<file path="src/rtl/ofs_pkg.sv">
// Shared types, codes and helpers for the overlay file store.
package ofs_pkg;

   localparam int ADDR_W = 12;
   localparam logic [31:0] JOURNAL_RESET = 32'h4846_5331;
   localparam logic [31:0] JOURNAL_SALT  = 32'h5354_4F52;

   localparam logic [1:0] KIND_CREATE = 2'd0;
   localparam logic [1:0] KIND_READ   = 2'd1;
   localparam logic [1:0] KIND_WRITE  = 2'd2;

   localparam logic [2:0] ST_OK        = 3'd0;
   localparam logic [2:0] ST_NOT_FOUND = 3'd1;
   localparam logic [2:0] ST_BAD_RANGE = 3'd2;
   localparam logic [2:0] ST_TOO_BIG   = 3'd3;
   localparam logic [2:0] ST_NO_SLOT   = 3'd4;

   typedef struct packed {
      logic [1:0]  kind;
      logic [63:0] name_low;
      logic [63:0] name_high;
      logic [7:0]  offset;
      logic [7:0]  length;
      logic [7:0]  data_byte;
      logic        last_byte;
   } req_type;

   typedef struct packed {
      logic [2:0]  status;
      logic [5:0]  slot;
      logic [7:0]  read_byte;
      logic        byte_valid;
      logic        last;
      logic [31:0] digest;
   } rsp_type;

   // One queued job for the back end: a memory write, a read burst and/or a reply.
   typedef struct packed {
      logic              wr_en;
      logic              wr_ovl;
      logic [ADDR_W-1:0] addr;
      logic [7:0]        data;
      logic              rd_en;
      logic [7:0]        rd_len;
      logic              rsp_en;
      logic [2:0]        status;
      logic [5:0]        slot;
      logic [31:0]       digest;
   } entry_type;

   typedef enum logic [1:0] {
      BK_CLEAR,
      BK_IDLE,
      BK_FETCH,
      BK_EMIT
   } back_state_type;

   function automatic logic [31:0] journal_fold(input logic [31:0] old, input logic [31:0] v);
      return {old[26:0], old[31:27]} ^ v ^ JOURNAL_SALT;
   endfunction

endpackage

</file>
<file path="src/rtl/ofs_queue.sv">
// Four-entry job queue between the front and back ends.
module ofs_queue import ofs_pkg::*; (
   input  logic      clock,
   input  logic      reset,
   input  logic      push,
   input  entry_type push_entry,
   input  logic      pop,
   output entry_type head,
   output logic      empty,
   output logic      full
);

   entry_type  store_ff [4];
   logic [1:0] wr_ptr_ff, wr_ptr_in;
   logic [1:0] rd_ptr_ff, rd_ptr_in;
   logic [2:0] count_ff, count_in;

   assign head  = store_ff[rd_ptr_ff];
   assign empty = (count_ff == 3'd0);
   assign full  = (count_ff == 3'd4);

   // advance pointers and occupancy
   always_comb begin
      wr_ptr_in = push ? wr_ptr_ff + 2'd1 : wr_ptr_ff;
      rd_ptr_in = pop ? rd_ptr_ff + 2'd1 : rd_ptr_ff;
      count_in  = count_ff + {2'b0, push} - {2'b0, pop};
   end

   always_ff @(posedge clock) begin
      if (reset) begin
         wr_ptr_ff <= '0;
         rd_ptr_ff <= '0;
         count_ff  <= '0;
      end else begin
         wr_ptr_ff <= wr_ptr_in;
         rd_ptr_ff <= rd_ptr_in;
         count_ff  <= count_in;
      end
   end

   // hold job payloads
   always_ff @(posedge clock) begin
      if (push) begin
         store_ff[wr_ptr_ff] <= push_entry;
      end
   end

endmodule

</file>
<file path="config.mk">
export PLATFORM = sky130hd
export DESIGN_NAME = ofs_queue
export DESIGN_NICKNAME = d
export VERILOG_FILES = /design/src/rtl/ofs_pkg.sv /design/src/rtl/ofs_queue.sv
export SDC_FILE = /design/constraint.sdc
export NUM_CORES = 1
export LEC_CHECK = 0
export ABC_AREA = 1
export BUFFER_PORTS_ARGS = -buffer_cell sky130_fd_sc_hd__buf_2
export CORE_MARGIN = 2
export CORE_UTILIZATION = 35
export CTS_BUF_LIST = sky130_fd_sc_hd__clkbuf_4 sky130_fd_sc_hd__clkbuf_8
export CTS_CLUSTER_DIAMETER = 60
export CTS_CLUSTER_SIZE = 25
export DETAILED_ROUTE_END_ITERATION = 12
export MAX_ROUTING_LAYER = met4
export PLACE_DENSITY = 0.51
export SLEW_MARGIN = 15
export SYNTH_ARGS = -nofsm -noshare
export SYNTH_HDL_FRONTEND = slang
export SYNTH_SLANG_ARGS = --single-unit
</file>
<file path="constraint.sdc">
create_clock -name clock -period 3.1 [get_ports clock]
set_input_delay 0.31 -clock clock [delete_from_list [all_inputs] [get_ports clock]]
set_output_delay 0.31 -clock clock [all_outputs]
set_load 0.01 [all_outputs]
</file>
# Word level (Yosys, flattened, before mapping)
# Memories as Yosys holds them, arrays and structs flattened. A register that Yosys moved wholly into a read port is not among the register bits.
# Cells that the tools add are included.
dict set report word_totals {
  regBits 7
  latchBits 0
  ram_bits 292
  romBits 0
  in_bits 77
  output_inout_bits 75
  word_cells 14
  n_memories 1
}
dict set report classes {
  addsub 4
  multipliers 0
  n_div 0
  order_cmp 0
  n_eq_ne 1
  shifts 0
  muxes 4
  bitwise 0
  reduce_logical 1
}
# memory words width read_ports rd_clocked_by_memory_dff write_ports line
set memory_table {}
lappend memory_table {store_ff 4 73 1 1 1 ofs_queue.sv:13} ;# entry_type store_ff [4];
# op n
set op_table {}
lappend op_table {{adder 2 x 1 -> 2 bit, second input constant} 2}
lappend op_table {{2-to-1 mux 2 bit} 2}
lappend op_table {{adder 3 x 1 -> 3 bit} 1}
lappend op_table {{equality test 3 bit, second input constant} 1}
lappend op_table {{zero test 3 bit} 1}
lappend op_table {{subtractor 3 x 1 -> 3 bit} 1}
lappend op_table {{2-to-1 mux 1 bit} 2}

# Longest topological paths before layout
# Gate-level depths: netlist of run 1.
dict set report depth {
  word_depth 3
  depth_mapped 8
  mapped_depth_nobuf 8
}

# Worst setup path after synthesis of run 1
# OpenSTA, ideal clock, no wires.
dict set report synth_path {
  path_type {reg2reg}
  from {reg wr_ptr_ff[0]}
  to {mem store_ff[2][0] (netlist name), enable pin}
  setup_time_ns 0.427
  arrival_ns 2.004
  required_time_ns 2.673
  path_slack_ns 0.669
  path_stages_with_launch 5
  path_buffers 0
  period_less_slack_ns 2.431
  path_cell_list {dfxtp_1 -> inv_1 -> ha_1 -> nand2_1 -> inv_1}
}
# item line
set synth_rtl {}
lappend synth_rtl {{from (decl)} ofs_queue.sv:14} ;# logic [1:0] wr_ptr_ff, wr_ptr_in;
lappend synth_rtl {{from (signal assigned)} ofs_queue.sv:35} ;# wr_ptr_ff <= wr_ptr_in;
lappend synth_rtl {{to (decl)} ofs_queue.sv:13}
# No word-level cell before the write port.

==> results of run 1 <==
## kinds of logic (layout without fill, tap and decap cells)
| family | count (synthesis) | count (layout) | share of synthesized area [%] |
|---|---|---|---|
| flops | 301 | 301 | 75.5 |
| compound gates | 229 | 229 | 11.2 |
| buf+inv | 210 | 450 | 7.46 |
| simple gates | 160 | 160 | 5.08 |
| fa+ha+maj | 7 | 7 | 0.802 |
| other cells | 0 | 2 | 0 |
## area by class of cell
| type | instances | share of cell area, % |
|---|---|---|
| sequential | 301 | 61.9 |
| multi-input combinational | 396 | 14.0 |
| timing repair buffer | 238 | 11.4 |
| inverter | 162 | 4.24 |
| tap | 448 | 3.87 |
| clock buffer | 31 | 2.86 |
| clock inverter | 19 | 1.70 |
| antenna | 2 | 0.0346 |
## final timing paths
| check | startpoint | endpoint | slack (ns) | depth (start not counted) |
|---|---|---|---|---|
| setup / recovery | flop | head[19] | 0.57 | 5 |
| hold / removal | push | wr_ptr_ff[0] | 0.07 | 3 |
| setup reg to reg | wr_ptr_ff[0] | store_ff[2][60] | 0.92 | 6 |
| hold reg to reg | rd_ptr_ff[1] | flop | 0.46 | 2 |
## metrics by stage
stage / power, uW / instance area, sq um / setup WS, ns / hold slack [ns]
5_1_grt: 8730 / 14500 / 0.306 / 0.0472
2_1_floorplan: 5280 / 11900 / 0.669 / 0.381
6_report: 8330 / 14500 / 0.572 / 0.0726
3_5_place_dp: 5660 / 13100 / 0.867 / 0.450
4_1_cts: 8470 / 14500 / 0.475 / 0.0251
3_3_place_gp: 5640 / 13100 / 0.874 / 0.457
## cells in the final DEF (no fill, tap or decap)
cell type        n
nor3_1           1
inv_8            5
clkinvlp_4       3
dfxtp_1          7
edfxtp_1       292
inv_12           2
clkinv_2         5
o21ai_0         46
nand3_1          1
buf_4            8
inv_6            3
o211ai_1        73
inv_1          158
clkbuf_4         2
diode_2          2
nand2_1        154
dfxtp_4          2
buf_2          151
o21ai_1         31
clkinv_1         1
buf_12           4
nor2_1           4
dlygate4sd3_1   75
a21oi_1         79
bufinv_16        3
ha_1             6
clkinv_4         1
clkbuf_8        29
fa_1             1
## state kept, by name, indices dropped and copies added (netlist names), named ones only
name	flops
rd_ptr_ff	2
count_ff	3
wr_ptr_ff	2
store_ff	292
## power by group
part,total [uW],leakage (uW),switching [uW],internal [uW]
registers,4700,0.00276,52.4,4650
clock network,2720,0.000329,1480,1240
logic,915,0.00251,571,344
total,8330,0.00559,2100,6230
## worst max-delay path, cell delays in order (launching register included)
cell and delay, ns:
dfxtp_4 0.63, buf_12 0.45, a21oi_1 0.13, o21ai_1 0.10
nand2_1 0.13, buf_2 0.17
## routing by layer
layer  track usage (%)  wire (um)
met5                 -          0
met4              2.85        475
met3              2.45       1200
met2              21.7      11000
met1              18.7      11200
==> results.toml, run 1 <==
[outcome]
status = "finished clean"

[clock_network]
clock_latency_ns = 0.59
clock_sinks = 301
cts_tree = "yes"
h-tree-depth = 1
clock_path_buffers = 3
post_cts_resized = 0
path_clk_slew_ns = 0.10
cts_root_buffer = "clkbuf_8"
postCtsHoldBufs = 75
numCtsBuffers = 28
cts_setup_buffers = 0

[min_path]
hp-class = "in2reg"

[sta]
max_freq_mhz = 396
fin_crit_ns = 2.53
post-route-period-util_pct = 81.6
setup_violations = 0
worstMarginPinSlew_ns = 1.14
hold_violations = 0
slew-limit-headroom_pct = 24.1
finalClockSkew_ns = 0.0211
drv_slew = 0
rsz0062_at_grt = "no"
tns_ns = 0

[routing]
drt-initial-drc-count = 424
drtPass1Iterations = 4
wl_mm = 23.9
via_count = 7130
route.antenna.remaining_nets = 0
drcViolationCount = 0
routedWlPerCell_um = 15.0
vias_per_cell = 4.46

[critical_path]
required_ns = 2.79
crit_type = "reg2out"
cp_max_fo = 121
cp-start-kind = "flop"
cp.arrival_ns = 2.22
setup.worst_path.end_class = "output port"

[logic_synthesis]
synth_edf_count = 292
synth_nets = 991
syn_avg_cell_area_sq_um = 13.1
synthCells = 907
synth_top_area_share_pct = 73.9
ys_ff_latch = 301
synth_top_area_cell = "edfxtp_1"
synth.cells.most_frequent = "292 x edfxtp_1, 162 x inv_1, 154 x nand2_1"
ys_seq_area_share_pct = 75.5
synth_area_leaders = "edfxtp_1 74%, inv_1 5.1%, nand2_1 4.9%"
synth_top_flop_cell = "edfxtp_1"
yosysWarnings = 0
synth_area_sq_um = 11900
yosysMostFrequentCell = "edfxtp_1"
async_flop_share_pct = 0
ys_types = 16

[placed_design]
io_buffer_count = 151
globalplace.congestion = 0.696
dpl.cell_count = 1470
place_hpwl_mm = 13.6

[die]
initial_core_util_pct = 35.5
core-area_sq_um = 33400
fp.dieW_um = 188
rows = 67
fp.dieH_um = 188
fp.dieArea_sq_um = 35400
io_pins = 152

[power_and_ir_drop]
vdd_drop_max_uv = 375
power.density_nw_per_um2 = 576
leakagePower_uw = 0.00559

[layout]
regArea_sq_um = 8960
stdcell_count = 1597
drive_gt1_share_pct = 19.0
area_growth_pct = 22.0
layout.nets = 1211
final_util_pct = 43.3
multi_input_area_sq_um = 2030
nFillCells = 3078

[global_route]
antenna_found_initial = 2
grt_pass1_vias = 6800
grt_pass1_wl_mm = 37.3
track_usage_pct = 13.7
overflow = 0
grt_max_degree = 122

[flow_run]
maxCapViolCount = 0
Power figures use the tool's default switching activity.
==> inputs of run 2 (changes only) <==
--- a/config.mk
+++ b/config.mk
@@ -5,7 +5,7 @@
 export SDC_FILE = /design/constraint.sdc
 export NUM_CORES = 1
 export LEC_CHECK = 0
-export ABC_AREA = 1
+export ABC_AREA = 0
 export BUFFER_PORTS_ARGS = -buffer_cell sky130_fd_sc_hd__buf_2
 export CORE_MARGIN = 2
 export CORE_UTILIZATION = 35
==> constraint.sdc (replaced) <==
create_clock -name clock -period 2.4 [get_ports clock]
set_input_delay 0.24 -clock clock [delete_from_list [all_inputs] [get_ports clock]]
set_output_delay 0.24 -clock clock [all_outputs]
set_load 0.01 [all_outputs]
==> results.toml, run 2 <==
[global_route]
overflow = 0
grt_max_degree = 41
grt_pass1_wl_mm = 32.5
track_usage_pct = 13.4
antenna_found_initial = 1
grt_pass1_vias = 5767

[clock_network]
h-tree-depth = 1
clock_sinks = 301
cts_tree = "yes"
clock_path_buffers = 3
numCtsBuffers = 25
post_cts_resized = 0
cts_root_buffer = "clkbuf_8"
clock_latency_ns = 0.57
postCtsHoldBufs = 76
path_clk_slew_ns = 0.11
cts_setup_buffers = 0

[layout]
area_growth_pct = 24.9
reg_top3 = "store_ff x292, count_ff x3"
largest_reg_flops = 292
final_cell_mix = "292 x edfxtp_1, 151 x buf_2, 76 x dlygate4sd3_1, 72 x mux4_2, 25 x clkbuf_8"
fin_area_sq_um = 13800
final_common_cell = "edfxtp_1"
layout.nets = 760
largest-register = "store_ff"
nFillCells = 2722
drive_gt1_share_pct = 41.6

[routing]
routedWlPerCell_um = 19.5
drtPass1Iterations = 5
route.antenna.remaining_nets = 0
drt-initial-drc-count = 286
via_count = 5148
vias_per_cell = 4.70
wl_mm = 21.3
drcViolationCount = 0

[critical_path]
cp.arrival_ns = 2.02
reg2reg_slack_ns = 0.59
setup.worst_path.end_class = "output port"
crit_type = "reg2out"
regToRegEndpoint = "count_ff[2]"
reg2regPathDepth = 7
cp-start-kind = "flop"
cp_max_fo = 34
crit_path_end = "head[69]"
r2r_start = "count_ff[0]"
required_ns = 2.16

[placed_design]
placed_area_sq_um = 12400
post-place-ws_ns = 0.575
io_buffer_count = 151
place_hpwl_mm = 12.9
globalplace.congestion = 0.695

[logic_synthesis]
synthCells = 423
ys_seq_area_share_pct = 81.0
synth_edf_count = 292
synth_nets = 507
async_flop_share_pct = 0
yosysMostFrequentCell = "edfxtp_1"
ys_types = 22
ys_ff_latch = 301
synth_top_area_cell = "edfxtp_1"
synth_top_area_share_pct = 79.4
syn_avg_cell_area_sq_um = 26.1
synth_area_sq_um = 11000
synth_area_leaders = "edfxtp_1 79%, mux4_2 15%, dfxtp_1 1.6%"
synth.cells.most_frequent = "292 x edfxtp_1, 72 x mux4_2, 9 x dfxtp_1"
synth_top_flop_cell = "edfxtp_1"
yosysWarnings = 0

[die]
core-area_sq_um = 31300
fp.dieW_um = 182
fp.dieArea_sq_um = 33000
rows = 65
io_pins = 152
initial_core_util_pct = 35.3
fp.dieH_um = 182

[power_and_ir_drop]
leakagePower_uw = 0.00465
power.density_nw_per_um2 = 786
vdd_drop_max_uv = 550

[sta]
tns_ns = 0
worstMarginPinSlew_ns = 0.451
fin_crit_ns = 2.26
hold_violations = 0
rsz0062_at_grt = "no"
drv_slew = 0
slew-limit-headroom_pct = 69.9
finalClockSkew_ns = 0.0222
post-route-period-util_pct = 94.2
setup_violations = 0
max_freq_mhz = 442
fin_ws_ns = 0.140

[min_path]
hp-class = "in2reg"
hold_path_depth = 3

[flow_run]
maxCapViolCount = 0

[outcome]
status = "finished clean"
## run 2: metrics by stage
stage / power (uW) / std cells / hold WS (ns) / utilization, %
CTS: 11000 / 1095 / 0.0158 / 44.1
floorplan: 6910 / 423 / 0.312 / -
finish: 10800 / 1096 / 0.0552 / 44.1
detailed placement: 7410 / 975 / 0.457 / 39.5
global placement: 7370 / 975 / 0.448 / 39.5
global route: 11300 / 1096 / 0.0439 / 44.1
## run 2: how the worst min path moves through the flow
stage	from	to	slack (ns)
2_1_floorplan	reset	count_ff[0]	0.31
3_3_place_gp	push_entry[22]	store_ff[2][22]	0.45
3_5_place_dp	push_entry[20]	store_ff[0][20]	0.46
4_1_cts	push	wr_ptr_ff[0]	0.02
5_1_grt	push	wr_ptr_ff[0]	0.04
6_report	push	wr_ptr_ff[0]	0.06
## run 2: layer usage
layer  routed length, um  vias up  global-route usage (%)
met1                9120     2691                    16.3
met2               10800      114                    23.0
li1                    -     2311                       -
met4                 405        0                    3.54
met3                 966       32                    2.47
met5                   0        -                       -
## run 2: logic make-up after synthesis
family          after synthesis  share of synthesized area, %
compound gates                2                         0.136
xor+xnor                      3                         0.374
fa+ha+maj                     7                         0.861
buf+inv                      22                          1.94
flops                       301                          81.0
mux                          74                          15.0
simple gates                 14                         0.680
## run 2: worst max-delay path: stages, from the launching register on
cell     delay [ns]
dfxtp_4        0.39
buf_12         0.28
mux4_1         0.61
buf_2          0.16
## run 2: final cells by class
type                    count  area [sq um]  share of cell area [%]
diodes                      1          2.50                  0.0181
inverters                   6          22.5                   0.163
multi-input cells         100          1890                    13.7
repair buffers            242          1770                    12.8
clock inverters            19           309                    2.24
clock buffers              25           344                    2.49
well taps                 402           503                    3.65
flip-flops and latches    301          8960                    64.9
## run 2: report_power, final
part	internal, uW	leakage, uW	switching (uW)	total, uW
logic	635	0.00157	620	1250
clock network	1570	0.000324	1930	3500
registers	6030	0.00276	72.0	6100
total	8230	0.00465	2620	10800
