$ cat config.mk
export PLATFORM = sky130hd
export DESIGN_NAME = ofs_front
export DESIGN_NICKNAME = d
export VERILOG_FILES = /design/src/rtl/ofs_pkg.sv /design/src/rtl/ofs_front.sv
export SDC_FILE = /design/constraint.sdc
export NUM_CORES = 2
export LEC_CHECK = 0
export BUFFER_PORTS_ARGS = -buffer_cell sky130_fd_sc_hd__buf_2
export CAP_MARGIN = 20
export CORE_ASPECT_RATIO = 1.2
export CORE_MARGIN = 4
export CORE_UTILIZATION = 55
export CTS_CLUSTER_SIZE = 10
export DETAILED_ROUTE_END_ITERATION = 10
export PLACE_DENSITY = 0.83
export SLEW_MARGIN = 25
export SYNTH_ARGS = -nofsm -noshare
export SYNTH_HDL_FRONTEND = slang
export SYNTH_SLANG_ARGS = --single-unit
$ cat constraint.sdc
create_clock -name clock -period 12.1 [get_ports clock]
set_input_delay 1.815 -clock clock [delete_from_list [all_inputs] [get_ports clock]]
set_output_delay 1.815 -clock clock [all_outputs]
set_load 0.02 [all_outputs]
$ cat src/rtl/ofs_pkg.sv
// Shared types, codes and helpers for the overlay file store.
package ofs_pkg;

   localparam int ADDR_W = 12;
   localparam logic [31:0] JOURNAL_RESET = 32'h4846_5331;
   localparam logic [31:0] JOURNAL_SALT  = 32'h5354_4F52;

   localparam logic [1:0] KIND_CREATE = 2'd0;
   localparam logic [1:0] KIND_READ   = 2'd1;
   localparam logic [1:0] KIND_WRITE  = 2'd2;

   localparam logic [2:0] ST_OK        = 3'd0;
   localparam logic [2:0] ST_NOT_FOUND = 3'd1;
   localparam logic [2:0] ST_BAD_RANGE = 3'd2;
   localparam logic [2:0] ST_TOO_BIG   = 3'd3;
   localparam logic [2:0] ST_NO_SLOT   = 3'd4;

   typedef struct packed {
      logic [1:0]  kind;
      logic [63:0] name_low;
      logic [63:0] name_high;
      logic [7:0]  offset;
      logic [7:0]  length;
      logic [7:0]  data_byte;
      logic        last_byte;
   } req_type;

   typedef struct packed {
      logic [2:0]  status;
      logic [5:0]  slot;
      logic [7:0]  read_byte;
      logic        byte_valid;
      logic        last;
      logic [31:0] digest;
   } rsp_type;

   // One queued job for the back end: a memory write, a read burst and/or a reply.
   typedef struct packed {
      logic              wr_en;
      logic              wr_ovl;
      logic [ADDR_W-1:0] addr;
      logic [7:0]        data;
      logic              rd_en;
      logic [7:0]        rd_len;
      logic              rsp_en;
      logic [2:0]        status;
      logic [5:0]        slot;
      logic [31:0]       digest;
   } entry_type;

   typedef enum logic [1:0] {
      BK_CLEAR,
      BK_IDLE,
      BK_FETCH,
      BK_EMIT
   } back_state_type;

   function automatic logic [31:0] journal_fold(input logic [31:0] old, input logic [31:0] v);
      return {old[26:0], old[31:27]} ^ v ^ JOURNAL_SALT;
   endfunction

endpackage

$ cat src/rtl/ofs_front.sv
// Front end: accepts items, keeps the name table, sizes and journal, queues jobs.
module ofs_front import ofs_pkg::*; #(
   parameter int SLOT_COUNT = 8,
   parameter int FILE_BYTES = 32
) (
   input  logic      clock,
   input  logic      reset,
   input  logic      req_valid,
   output logic      req_stall,
   input  req_type   req_data,
   input  logic      clear_done,
   input  logic      q_full,
   output logic      push,
   output entry_type push_entry
);

   localparam int SW = (SLOT_COUNT > 1) ? $clog2(SLOT_COUNT) : 1;

   logic [127:0] names_ff [SLOT_COUNT];
   logic [127:0] names_in [SLOT_COUNT];
   logic [6:0]   sizes_ff [SLOT_COUNT];
   logic [6:0]   sizes_in [SLOT_COUNT];
   logic [31:0]  journal_ff, journal_in;
   logic         busy_ff, busy_in;
   logic [2:0]   status_ff, status_in;
   logic [5:0]   slot_ff, slot_in;
   logic [7:0]   cnt_ff, cnt_in;
   logic         write_ff, write_in;
   logic [7:0]   off_ff, off_in;
   logic [7:0]   len_ff, len_in;

   logic [127:0]          in_name;
   logic [127:0]          new_name;
   logic [SLOT_COUNT-1:0] match_vec;
   logic                  hit;
   logic [SW-1:0]         hit_idx;
   logic                  free_any;
   logic [SW-1:0]         free_idx;
   logic                  accept;

   assign in_name   = {req_data.name_high, req_data.name_low};
   assign req_stall = !clear_done || q_full;
   assign accept    = req_valid && !req_stall;

   // compare the request name against every stored name
   always_comb begin
      logic nz;
      logic [127:0] sb;
      for (int s = 0; s < SLOT_COUNT; s++) begin
         sb = names_ff[s];
         nz = 1'b1;
         match_vec[s] = (sb[7:0] != 8'd0);
         for (int i = 0; i < 16; i++) begin
            if (nz && (sb[8*i +: 8] != in_name[8*i +: 8])) begin
               match_vec[s] = 1'b0;
            end
            if (sb[8*i +: 8] == 8'd0) begin
               nz = 1'b0;
            end
         end
      end
   end

   // pick the lowest matching slot and the lowest free slot
   always_comb begin
      hit      = 1'b0;
      hit_idx  = '0;
      free_any = 1'b0;
      free_idx = '0;
      for (int s = SLOT_COUNT - 1; s >= 0; s--) begin
         if (match_vec[s]) begin
            hit     = 1'b1;
            hit_idx = SW'(s);
         end
         if (names_ff[s][7:0] == 8'd0) begin
            free_any = 1'b1;
            free_idx = SW'(s);
         end
      end
   end

   // zero the name from its first NUL on, byte 15 always zero
   always_comb begin
      logic nz;
      nz       = 1'b1;
      new_name = '0;
      for (int i = 0; i < 15; i++) begin
         if (in_name[8*i +: 8] == 8'd0) begin
            nz = 1'b0;
         end
         if (nz) begin
            new_name[8*i +: 8] = in_name[8*i +: 8];
         end
      end
   end

   // classify the item, then feed its payload byte
   always_comb begin
      logic       do_feed;
      logic       last_b;
      logic [8:0] size9;
      logic [8:0] off9;
      logic [8:0] len9;
      logic [8:0] idx9;
      do_feed    = 1'b0;
      last_b     = req_data.last_byte;
      size9      = {2'b0, sizes_ff[hit_idx]};
      off9       = {1'b0, req_data.offset};
      len9       = {1'b0, req_data.length};
      idx9       = '0;
      names_in   = names_ff;
      sizes_in   = sizes_ff;
      journal_in = journal_ff;
      busy_in    = busy_ff;
      status_in  = status_ff;
      slot_in    = slot_ff;
      cnt_in     = cnt_ff;
      write_in   = write_ff;
      off_in     = off_ff;
      len_in     = len_ff;
      push       = 1'b0;
      push_entry = '0;

      if (accept) begin
         if (busy_ff) begin
            do_feed = 1'b1;
         end else begin
            case (req_data.kind)
               KIND_CREATE: begin
                  write_in = 1'b0;
                  off_in   = '0;
                  len_in   = req_data.length;
                  slot_in  = '0;
                  cnt_in   = '0;
                  busy_in  = 1'b1;
                  do_feed  = 1'b1;
                  if (len9 > 9'(FILE_BYTES)) begin
                     status_in = ST_TOO_BIG;
                  end else if (free_any) begin
                     status_in          = ST_OK;
                     slot_in            = 6'(free_idx);
                     names_in[free_idx] = new_name;
                     sizes_in[free_idx] = req_data.length[6:0];
                  end else begin
                     status_in = ST_NO_SLOT;
                  end
               end
               KIND_WRITE: begin
                  write_in = 1'b1;
                  off_in   = req_data.offset;
                  len_in   = req_data.length;
                  slot_in  = '0;
                  cnt_in   = '0;
                  busy_in  = 1'b1;
                  do_feed  = 1'b1;
                  if (!hit) begin
                     status_in = ST_NOT_FOUND;
                  end else begin
                     slot_in   = 6'(hit_idx);
                     status_in = (off9 > size9 || len9 > size9 - off9) ? ST_BAD_RANGE : ST_OK;
                  end
               end
               KIND_READ: begin
                  push              = 1'b1;
                  push_entry.digest = journal_ff;
                  push_entry.rsp_en = 1'b1;
                  if (!hit) begin
                     push_entry.status = ST_NOT_FOUND;
                  end else if (off9 > size9 || len9 > size9 - off9) begin
                     push_entry.status = ST_BAD_RANGE;
                  end else if (req_data.length == 8'd0) begin
                     push_entry.status = ST_OK;
                  end else begin
                     push_entry.rsp_en = 1'b0;
                     push_entry.rd_en  = 1'b1;
                     push_entry.rd_len = req_data.length;
                     push_entry.addr   = ADDR_W'(hit_idx) * ADDR_W'(FILE_BYTES)
                                         + ADDR_W'(req_data.offset);
                  end
               end
               default: begin
               end
            endcase
         end
      end

      if (do_feed) begin
         idx9 = write_in ? ({1'b0, off_in} + {1'b0, cnt_in}) : {1'b0, cnt_in};
         if (status_in == ST_OK && cnt_in < len_in && idx9 < 9'(FILE_BYTES)) begin
            push             = 1'b1;
            push_entry.wr_en = 1'b1;
            push_entry.wr_ovl = write_in;
            push_entry.data  = req_data.data_byte;
            push_entry.addr  = ADDR_W'(slot_in) * ADDR_W'(FILE_BYTES) + ADDR_W'(idx9);
         end
         if (cnt_in != 8'd255) begin
            cnt_in = cnt_in + 8'd1;
         end
         if (last_b) begin
            busy_in = 1'b0;
            if (status_in == ST_OK) begin
               journal_in = write_in ? journal_fold(journal_ff, {24'd0, off_in ^ len_in})
                                     : journal_fold(journal_ff, {24'd0, {2'b0, slot_in} ^ len_in});
            end
            push              = 1'b1;
            push_entry.rsp_en = 1'b1;
            push_entry.status = status_in;
            push_entry.slot   = (!write_in && status_in == ST_OK) ? slot_in : 6'd0;
            push_entry.digest = journal_in;
         end
      end
   end

   always_ff @(posedge clock) begin
      if (reset) begin
         for (int s = 0; s < SLOT_COUNT; s++) begin
            names_ff[s] <= '0;
            sizes_ff[s] <= '0;
         end
         journal_ff <= JOURNAL_RESET;
         busy_ff    <= 1'b0;
         status_ff  <= ST_OK;
         slot_ff    <= '0;
         cnt_ff     <= '0;
         write_ff   <= 1'b0;
         off_ff     <= '0;
         len_ff     <= '0;
      end else begin
         names_ff   <= names_in;
         sizes_ff   <= sizes_in;
         journal_ff <= journal_in;
         busy_ff    <= busy_in;
         status_ff  <= status_in;
         slot_ff    <= slot_in;
         cnt_ff     <= cnt_in;
         write_ff   <= write_in;
         off_ff     <= off_in;
         len_ff     <= len_in;
      end
   end

endmodule

* Yosys cells after proc, flatten, opt, wreduce, memory -nomap -nowiden
Cells that the tools add are included.
** Word-level totals
- Register bits after elaboration :: 1147
- Logic and storage cells :: 838
** Cells by class
- $add $sub $neg :: 5
- Order comparisons :: 8
- Reduce and logical (&&, ||, !) cells :: 279
- Multiplexer cells :: 381
- Eq/ne operators :: 131
- Bitwise operators :: 10
** Operators by type and width (number)
- $logic_not A8 Y1 :: 136
- $bwmux W1024 :: 1
- $ne A8 B8 Y1 :: 128
- $demux W128 S3 :: 1
- $mux W1 :: 293
- $mux W8 :: 25
- $mux W32 :: 5
- $mux W128 :: 1
- $logic_and A1 B1 Y1 :: 125
- $mux W42 :: 2
- $mux W3 :: 23
- $reduce_bool A8 Y1 :: 8
- $xor A32 B8 Y32 :: 2
- $mux W9 :: 7
- $bwmux W56 :: 1
- $mux W22 :: 2
- $mux W13 :: 3
- $mux W10 :: 3
- $not A15 Y15 :: 2
- $bmux W7 S3 :: 1
- $demux W7 S3 :: 1
- $mux W7 :: 3
- $add A8 B8 Y9 :: 2
- $mux W6 :: 3
- 29 further kinds :: 36

* Logic depth before layout (Yosys ltp)
- Depth after elaboration :: 44
- Gate-level depth with buffers :: 35
- Gate-level depth less buffers :: 29

* Worst setup path before layout
Ideal clock, no wire load.
- Kind :: input port to output port
- Start :: input req_data[100] in the netlist's numbering
- End :: output push_entry[10] in the netlist's numbering
- Arrival :: 8072 ps
- Data required time :: 10285 ps
- Path buffers :: 5
- Path slack :: 2213 ps
- Cell stages on the path :: 33
- Cell sequence :: buf_2 xnor2_1 nand2_1 or4_1 or4_1 a21oi_1 o2111ai_1 nand2_1 o211a_1 buf_2 buf_4 mux2i_1 a22oi_1 nand2_1 ha_1 inv_1 fa_1 a21o_1 a21oi_1 xnor2_1 ha_1 nand3_1 o21bai_1 a21boi_0 o21a_1 o21ai_0 a221oi_1 a211o_1 o311a_4 or3_1 buf_6 clkbuf_1 o2bb2ai_1
** RTL lines
- start, declared :: line ofs_front.sv:10 : input req_type req_data,
- end, declared :: line ofs_front.sv:14 : output entry_type push_entry

==> impl_results.md <==
* Slew Limit Fails at 0
* Final WL at 176,000 um
* Die height at 355 um
* Final Util at 0.597
* Worst vdd ir at 0.000104 V
* # hold bufs at CTS at 0
* Vias in the first global route at slightly below 50,000
* Clock Latency Late Sink at 730 ps
* Worst-Margin Slew at 1210 ps
* First-pass GRT wire length at 271,000 um
* Minimum clock period at 11,390 ps
* Largest stage delay on the critical path at approximately 810 ps
* Grt total ovfl at 0
* Outcome: finished clean
* Area of the core at 0.0998 mm2
* Nets at 7,341
* DRT iter0 DRCs at 5,435
* Max Clock Skew at 36.0 ps
* Area Overhead vs Synth at 7.83%
* Die Width at 297 um
* Synth area leader: dfxtp_1
* Number of flops mapped to enable cells by yosys at 0
* I/O pins at about 240
* Cells after Synth at 7,284
* Min-delay worst type: register to register
* Post-synthesis sequential area ratio at 0.392
* Post-Syn Nets at roughly 7,500
* Final hold vios at 0
* Initial antenna violation count at 25
* WP data required at 10,280 ps
* Max_cap viols at 0
* Final Setup Violations at 0
* Routed vias at 51,255
* Asr flop ratio synth at 0
* H-tree depth at 3
* Max_slew headroom at 0.186
* CTS tree: done
* Reg clk slew, reported paths at 50 ps
* Crit Path Class: primary input to output port
* Setup TNS at 0 ps
* CP Launch Type: primary input
* Post-Synthesis Cell Area at 0.0552 mm2
* CP startpoint: req_data[82]
* Count of cell types in the netlist at 79
* Start point of the worst hold path: sizes_ff[40]
* DP Wirelength at 120,000 um
* Reg-to-Reg Start: names_ff[644]
* Period utilization at 0.941
* All-layer global routing usage at 0.318
* CTS max path bufs at 3
* Clock Sinks at 1,083
* Die Area at 0.106 mm2
* Cell mode on critical path: o21ai_0
* CTS Buf Count at 120
* Max Clock Freq at 87.8 MHz
* #FFs+latches synth at 1,083
* GPL Wtd Cong at 0.955
* Post-route DRC at 0
* Port-buffer cells at 234
* Largest net degree at the start of global routing at 237
* Pwr/cell area at 122 mW/mm2
* Crit end category: output port
* Worst Path Max Fanout at 34
* Rows at 127
* Most used DFF post-synth: dfxtp_1
* Worst endpoint data arrival time at 9580 ps
* Routed Antenna Nets at 0
* YS warnings at 0
* Routed length per instance at 20.8 um
* LEAKAGE at between 0.02 and 0.025 uW
* Worst path slowest cell: or3_2
* Synth Area per Inst at 7.58 um2
* Vias/cell at just over 6
* Worst reg-to-reg setup slack at 3490 ps
* Unrepaired setup endpoints after global routing: no
* Top cell type's share of synthesized area at 0.392
* Root Buffer: clkbuf_16
* Initial core utilization at 0.554
* Drt pass-1 iters at 8
* Area contributors post-synth: dfxtp_1 39%, xnor2_1 11%, a21oi_1 9.6%
* Share of cells above drive strength 1 at 0.0653
final cells by class:
class                           instances  area (um2)
Sequential cell                      1083       21700
Clock buffer                          127        3050
Timing Repair Buffer                  285        1650
Inverter                               58         218
Clock inverter                         11         114
Tap cell                             1290        1610
Fill cell                            8739       40200
Multi-Input combinational cell       5591       31200
Antenna cell                           17        42.5
per-layer routing:
metal	GRT usage	routed length (um)
met5	0	101
met4	0.216	13100
met3	0.0611	15200
met2	0.523	81300
met1	0.377	66500
Yosys cell counts, drive strengths merged (58+ instances only):
master	n
nor2	1230
nand2	1144
dfxtp	1083
a21oi	1064
xnor2	700
clkbuf	404
nor4	336
xor2	298
nand4	196
buf	148
o21ai	73
inv	58
power breakdown:
| group | switching, uW | internal [uW] |
|---|---|---|
| combinational | 374 | 155 |
| sequential | 3.89 | 3570 |
| clock | 1420 | 1760 |
stage by stage:
step	std cells	setup WS, ps	cell area [um2]	hold slack [ps]	power, uW
after global routing	8454	25.5	59500	467	7470
final	8462	709	59600	455	7280
after CTS	8443	616	59400	454	7290
after floorplan	7284	2210	55200	436	4020
after detailed placement	8305	631	56300	447	4170
after global placement	8304	538	56300	442	4160
cell families (layout without fill, tap and decap cells):
family          count (synthesis)  after routing  share of synthesized area
flops                        1083           1083                      0.392
fa+ha+maj                      42             42                     0.0101
mux                            49             49                    0.00888
other cells                     0             17                          0
compound gates               1319           1319                      0.131
buf+inv                       610            481                     0.0455
simple gates                 3183           3183                      0.253
xor+xnor                      998            998                      0.159
repair_timing:
action,in CTS,in global routing
buffers inserted,0,1
gates resized for setup,0,3
hold endpoints to repair,0,0
setup endpoints to repair,0,31
flip-flops by register name (all words and copies together), names as in the netlist:
| signal | flops |
|---|---|
| names_ff | 960 |
| sizes_ff | 56 |
| journal_ff | 32 |
| cnt_ff | 8 |
| len_ff | 8 |
| off_ff | 8 |
| slot_ff | 6 |
| status_ff | 3 |
| busy_ff | 1 |
| write_ff | 1 |
path summary, 6_finish.rpt:
kind / end / cells after the start
worst min-delay path: sizes_ff[40] / 2
worst min register to register: sizes_ff[40] / 2
worst max register to register: journal_ff[14] / 29
worst max-delay path: push_entry[14] / 31
worst max-delay path: cells and delay by family:
family / cells / cell delay (ps)
compound gates: 14 / 3380
xor+xnor: 1 / 80
fa+ha+maj: 2 / 550
buf+inv: 2 / 250
simple gates: 12 / 3490
cell usage in the layout, fill, tap and decap left out, types with 21 or more instances in the layout:
| cell type | instances |
|---|---|
| buf_4 | 41 |
| nand2_1 | 1141 |
| mux2i_1 | 49 |
| xnor2_1 | 700 |
| nand4_1 | 196 |
| o21ai_0 | 67 |
| buf_2 | 233 |
| clkbuf_16 | 120 |
| nor4_1 | 335 |
| inv_1 | 58 |
| dfxtp_1 | 1083 |
| a21oi_1 | 1063 |
| nor3_1 | 35 |
| a22o_1 | 41 |
| xor2_1 | 295 |
| or4_1 | 21 |
| nor2_1 | 1224 |
| ha_1 | 38 |
| nand3_1 | 44 |
| a21o_1 | 24 |
| and3_1 | 39 |
| and2_1 | 56 |
Power figures use the tool's default switching activity.
